==> config.mk <==
export PLATFORM = sky130hd
export DESIGN_NAME = dsh_ctrl
export DESIGN_NICKNAME = d
export VERILOG_FILES = /design/src/design/dsh_pkg.sv /design/src/design/dsh_ctrl.sv
export SDC_FILE = /design/constraint.sdc
export NUM_CORES = 1
export LEC_CHECK = 0
export ABC_AREA = 1
export BUFFER_PORTS_ARGS = -buffer_cell sky130_fd_sc_hd__clkbuf_2
export CAP_MARGIN = 10
export CORE_AREA = 2 2 39 41
export CTS_BUF_LIST = sky130_fd_sc_hd__clkbuf_4 sky130_fd_sc_hd__clkbuf_8
export CTS_CLUSTER_SIZE = 24
export DETAILED_ROUTE_END_ITERATION = 7
export DIE_AREA = 0 0 41 43
export PLACE_DENSITY = 0.58
export SLEW_MARGIN = 20
export SYNTH_ARGS = -nofsm -noshare
export SYNTH_HDL_FRONTEND = slang
export SYNTH_SLANG_ARGS = --single-unit
==> constraint.sdc <==
create_clock -name clk -period 3.5 [get_ports clk]
set_input_delay 0.35 -clock clk [delete_from_list [all_inputs] [get_ports clk]]
set_output_delay 0.35 -clock clk [all_outputs]
set_load 0.02 [all_outputs]
==> src/design/dsh_pkg.sv <==
// Shared types and constants for the diamond-square heightfield generator.
// Used by the controller, the datapath and the top level.
// No dependencies.
package dsh_pkg;

    // Grid geometry. The grid is a torus of SIZE x SIZE cells.
    localparam int SIZE_LOG2  = 8;
    localparam int IDX_W      = SIZE_LOG2;
    localparam int ADDR_W     = 2 * SIZE_LOG2;
    localparam int GRID_CELLS = 1 << ADDR_W;

    // Field widths.
    localparam int SAMPLE_W   = 16;
    localparam int H_W        = 32;
    localparam int CELL_W     = 8;
    localparam int SUM_W      = H_W + 2;
    localparam int HSUM_W     = H_W + 2;

    // Amplitude and configuration widths.
    localparam int AMP_W      = 25;
    localparam int INIT_AMP_W = 24;
    localparam int DECAY_W    = 17;
    localparam int CFG_IDX_W  = 1;
    localparam int CFG_DATA_W = 24;

    // Offset product: signed sample times amplitude, rounded at bit 15.
    localparam int PROD_W     = SAMPLE_W + AMP_W + 1;
    localparam int OFF_SHIFT  = 15;
    localparam int OFF_W      = PROD_W - OFF_SHIFT;
    localparam logic signed [PROD_W-1:0] OFF_ROUND = PROD_W'(1 << (OFF_SHIFT - 1));

    // Amplitude decay product, rounded at bit 16 and saturated.
    localparam int APROD_W    = AMP_W + DECAY_W;
    localparam int ARND_W     = APROD_W + 1;
    localparam int AMP_SHIFT  = 16;
    localparam logic [ARND_W-1:0] AMP_ROUND = ARND_W'(1 << (AMP_SHIFT - 1));

    // Reset values.
    localparam logic [INIT_AMP_W-1:0] INIT_AMP_RST = INIT_AMP_W'(65536);
    localparam logic [DECAY_W-1:0]    DECAY_RST    = DECAY_W'(32768);
    localparam logic [AMP_W-1:0]      AMP_RST      = AMP_W'(65536);
    localparam logic [IDX_W-1:0]      RADIUS_RST   = IDX_W'(1 << (SIZE_LOG2 - 1));

    // Configuration register indexes.
    localparam logic [CFG_IDX_W-1:0] CFG_INIT_AMP = 1'd0;
    localparam logic [CFG_IDX_W-1:0] CFG_DECAY    = 1'd1;

    // Pass codes. The fourth code acts as the diamond pass.
    localparam logic [1:0] PH_DIAMOND = 2'd0;
    localparam logic [1:0] PH_SQ_LEFT = 2'd1;
    localparam logic [1:0] PH_SQ_TOP  = 2'd2;

    // Neighbor read slots.
    localparam logic [1:0] NB_0 = 2'd0;
    localparam logic [1:0] NB_1 = 2'd1;
    localparam logic [1:0] NB_2 = 2'd2;
    localparam logic [1:0] NB_3 = 2'd3;

    // Commands from the controller to the datapath.
    typedef struct packed {
        logic       accept;     // input transfer this cycle
        logic       start_run;  // input transfer carries new_run
        logic       rd_en;      // issue one neighbor read
        logic [1:0] rd_sel;     // which neighbor to read
        logic       mul_en;     // capture the two products
        logic       off_en;     // capture the rounded offset
        logic       commit;     // write the cell, load the result, advance
    } dsh_cmd_t;

    // Status from the datapath to the controller.
    typedef struct packed {
        logic running;
    } dsh_status_t;

endpackage

==> src/design/dsh_ctrl.sv <==
// Sequencing state machine for the heightfield generator.
// Depends on dsh_pkg for the command and status types.
module dsh_ctrl (
    input  logic                clk,
    input  logic                rst_n,
    input  logic                in_valid,
    input  logic                new_run,
    output logic                in_ready,
    output logic                out_valid,
    input  logic                out_ready,
    input  dsh_pkg::dsh_status_t status,
    output dsh_pkg::dsh_cmd_t    cmd
);
    import dsh_pkg::*;

    localparam logic [1:0] S_IDLE  = 2'd0;
    localparam logic [1:0] S_READ  = 2'd1;
    localparam logic [1:0] S_ACC   = 2'd2;
    localparam logic [1:0] S_WRITE = 2'd3;

    logic [1:0] state_reg, state_next;
    logic [1:0] cnt_reg, cnt_next;
    logic       out_valid_reg, out_valid_next;

    // Next state and commands.
    always_comb
    begin
        cmd        = '0;
        in_ready   = 1'b0;
        state_next = state_reg;
        cnt_next   = cnt_reg;
        case (state_reg)
            S_IDLE:
            begin
                in_ready = 1'b1;
                if (in_valid)
                begin
                    cmd.accept    = 1'b1;
                    cmd.start_run = new_run;
                    // A transfer while idle and without new_run yields nothing.
                    if (new_run || status.running)
                    begin
                        state_next = S_READ;
                        cnt_next   = NB_0;
                    end
                end
            end
            S_READ:
            begin
                cmd.rd_en  = 1'b1;
                cmd.rd_sel = cnt_reg;
                cmd.mul_en = 1'b1;
                cnt_next   = cnt_reg + 2'd1;
                if (cnt_reg == NB_3)
                begin
                    state_next = S_ACC;
                end
            end
            S_ACC:
            begin
                cmd.off_en = 1'b1;
                state_next = S_WRITE;
            end
            S_WRITE:
            begin
                // Wait until the output register is free or being drained.
                if (!out_valid_reg || out_ready)
                begin
                    cmd.commit = 1'b1;
                    state_next = S_IDLE;
                end
            end
            default:
            begin
                state_next = S_IDLE;
            end
        endcase
    end

    // Output register occupancy.
    always_comb
    begin
        if (cmd.commit)
        begin
            out_valid_next = 1'b1;
        end
        else if (out_ready)
        begin
            out_valid_next = 1'b0;
        end
        else
        begin
            out_valid_next = out_valid_reg;
        end
    end

    always_ff @(posedge clk or negedge rst_n)
    begin
        if (!rst_n)
        begin
            state_reg     <= S_IDLE;
            cnt_reg       <= NB_0;
            out_valid_reg <= 1'b0;
        end
        else
        begin
            state_reg     <= state_next;
            cnt_reg       <= cnt_next;
            out_valid_reg <= out_valid_next;
        end
    end

    assign out_valid = out_valid_reg;

endmodule

# Yosys cells after proc, flatten, opt, wreduce, memory -nomap -nowiden
# Cells that the tools add are included.
# W data, S select, Z words.
[totals]
output_inout_bits = 10
word_cells = 37
ff_bits = 5
input_bits = 6
[classes]
muxes = 17
addsub = 1
n_eq_ne = 8
n_reduce_logical = 8
[ops]
columns = ["op", "count"]
rows = [
  ["$mux W2", 8],
  ["$ne A2 B2 Y1 const B", 4],
  ["$pmux W2 S4", 1],
  ["$eq A2 B2 Y1 const B", 3],
  ["$mux W1", 6],
  ["$mux W4", 1],
  ["$pmux W2 S2", 1],
  ["$reduce_and A4 Y1", 1],
  ["$reduce_bool A2 Y1", 2],
  ["$reduce_and A3 Y1", 1],
  ["$add A2 B1 Y2 const B", 1],
  ["$eq A2 B1 Y1 const B", 1],
  ["$logic_not A2 Y1", 1],
  ["$logic_or A1 B1 Y1", 2],
  ["$logic_not A1 Y1", 1],
]

# Depth between registers and ports, before layout
[depth]
ltp_word = 5
depth_mapped = 8
depth_no_buf = 8

# Worst setup path after synthesis
# No wires, ideal clock.
[synth_timing]
path_type = "register to output"
start = "register state_reg[0]"
end = "output cmd[6] (netlist name)"
path_buffers = 0
arrival_time_ns = 1.208
path_stages_with_launch = 5
setup_slack_ns = 1.942
cell_sequence = "dfrtp_1 inv_1 ha_1 nand2_1 nor2_1"
[synth_lines]
columns = ["element", "line_no", "text"]
rows = [
  ["from (decl)", "dsh_ctrl.sv:21", "logic [1:0] state_reg, state_next;"],
  ["from (signal assigned)", "dsh_ctrl.sv:107", "state_reg <= state_next;"],
  ["to (decl)", "dsh_ctrl.sv:12", "output dsh_pkg::dsh_cmd_t cmd"],
]

==> run summary <==
status -> completed
Crit-path slowest cell -> dfrtp_1
Max Clk Rate -> 593 MHz
Final Instance Area -> 518 sq um
Mapped Area -> 398 sq um
Syn Area/Cell -> 7.23 sq um
share of the synthesized area in the top cell type -> 31.4%
final count of hold timing violations -> 0
vias per cell -> 4.17
post-synthesis mux area share -> 0%
WP data required -> 3.15 ns
Sink Count -> 5
crit path kind -> reg2out
Final Net Count -> 87
multi-input logic area -> 216 sq um
Clock Tree Root -> clkbuf_4
Power, Total -> 0.000466 W
slowest cell delay on critical path -> 0.43 ns
CP Launch Type -> flop
unique cell type count in the Yosys netlist -> 12
Register Area -> 125 sq um
largest family of logic cells by synthesized area -> simple AND/OR/NAND/NOR gates
Port Buffer Count -> 15
number of max-cap violations -> 0
xor/xnor cell area share of the yosys netlist -> 0%
die height -> 43 um
Sum Neg Setup Slack -> 0 ns
Area contributors post-synth -> dfrtp_1, ha_1, nand2_1
DR iter-0 viols -> 0
die width -> 41 um
initial antenna violation count -> 0
dpl cell area -> 478 sq um
Ys Warns -> 0
Synth Instances -> 55
Max VDD drop -> 226 uV
Setup violations, final -> 0
Pleak -> 0.342 nW
most common cell in the netlist -> nand2_1
clk_lat worst skew -> 0.24 ns
FFs w/ async S/R, synth -> 100%
placed insts -> 84
WL per Instance -> 8.36 um
Simple-Gate Fraction of Synth Area -> 29.9%
final hold slack -> 0.363 ns
CTS tree -> yes
worst hold path class -> in2reg
final worst path period share -> 48.2%
HPWL Detailed -> 623 um
Syn Nets -> 68
Tmin final -> 1.69 ns
vias in the first global route -> 342
adder-cell share of the synthesized area -> 22.0%
crit path capture type -> output port
gr ovfl total -> 0
H-tree depth -> 1
Top FF cell, synth -> dfrtp_1
Clk pin slew, worst setup/hold paths -> 0.05 ns
num ports -> 16
sequential share of the synthesized area -> 31.4%
Final Skew -> 0.00427 ns
Antenna diodes -> 0
Initial Utilization -> 28.8%
vias post-DR -> 371
Die Area -> 1760 sq um
WL final -> 744 um
P per Cell Area -> 900 nW/um^2
Worst-Margin Slew -> 0.191 ns
Max-slew headroom -> 87.3%
antenna-violating nets left -> 0
Syn-to-layout area delta -> 30.2%
Setup Buffers After CTS -> 0
worst-path cell chain -> inv_1 > ha_1 > nand2_1 > nor2_1 > clkbuf_2
Remaining DRCs -> 0
DRT Pass-1 Iters -> 1
Rows -> 14
top cells by count, synth -> nand2_1, inv_1, ha_1, dfrtp_1, nand3_1
RSZ-0062 raised after global routing -> no
core area -> 1380 sq um
Non-Filler Instances -> 89
CTS Buffer Depth -> 2
Placer Congestion -> 0.756
layout cells sized above 1 -> 27.4%
max-slew violations -> 0
CP max FO -> 5
Post-synth EDFFs -> 0
WP data arrival -> 1.34 ns
GRT Total Usage -> 9.86%
fill count -> 148
#FFs+latches synth -> 5
pin count of the biggest net entering global routing -> 7
Synth Area in Compound Gates -> 2.52%
total CTS buffers -> 3
first-pass GRT wire length -> 1.15 mm
cts repair resizes -> 0
cell taking the most area after synthesis -> dfrtp_1
logic make-up (layout without fill, tap and decap cells):
group	count (synthesis)	after routing
AND/OR/NAND/NOR	28	28
buffers and inverters	13	31
flip-flops	5	5
AO/OA/AOI/OAI	2	2
adder cells (fa/ha/maj)	7	7
report_power, final:
group          internal [W]  switching (W)  total [W]
Combinational      0.000102       0.000177   0.000278
Sequential        0.0000855      0.0000275   0.000113
Clock             0.0000509      0.0000240  0.0000748
layer usage:
layer,global-route usage [%],vias up,part of all wire [%]
li1,-,198,-
met1,8.74,166,42
met2,16.6,7,54
met3,6.28,0,4.0
met4,4.00,0,0
met5,0,-,0
cell type report:
| type | count | share of cell area [%] |
|---|---|---|
| Multi-Input combinational cell | 37 | 41.8 |
| Sequential cell | 5 | 24.2 |
| Timing Repair Buffer | 16 | 16.4 |
| Inverter | 11 | 7.97 |
| Clock buffer | 4 | 5.80 |
| Tap cell | 16 | 3.86 |
layout by cell type (no fill, tap or decap):
cell type / n
nor2_1: 2
ha_1: 7
or2_2: 1
clkbuf_4: 4
o21ai_1: 1
dlygate4sd3_1: 1
or2_1: 1
nand2_1: 19
dfrtp_1: 5
clkbuf_2: 15
inv_1: 11
a21oi_1: 1
nand3_1: 4
nand3b_1: 1
critical path, delay by kind of cell, from the launching register on:
kind | cells | cell delay (ns)
adders and majority gates | 1 | 0.21
DFF | 1 | 0.43
buffers and inverters | 2 | 0.30
and+or+nand+nor | 2 | 0.17
final timing paths:
| check | startpoint | to | slack [ns] | cells past startpoint |
|---|---|---|---|---|
| worst max-delay path | state_reg[0] | cmd[6] | 1.81 | 5 |
| worst min-delay path | out_ready | out_valid | 0.36 | 4 |
| worst max register to register | state_reg[0] | cnt_reg[0] | 2.21 | 6 |
| worst min register to register | cnt_reg[1] | cnt_reg[1] | 0.50 | 2 |
| max in group asynchronous | rst_n | state_reg[1] | 2.90 | 2 |
| min in group asynchronous | rst_n | cnt_reg[1] | 0.45 | 2 |
per-stage QoR:
| stage | util (%) | setup WS (ns) |
|---|---|---|
| after floorplan | - | 1.94 |
| after global placement | 34.5 | 2.09 |
| after detailed placement | 34.5 | 2.06 |
| after CTS | 37.4 | 1.79 |
| after global routing | 37.4 | 1.69 |
| final | 37.4 | 1.81 |
timing repair:
action	4_1_cts	5_1_grt
hold endpoints to repair	5	0
hold buffers	1	0
endpoints found under the setup margin	0	0
Note: power is estimated with default switching activity, not from simulation.
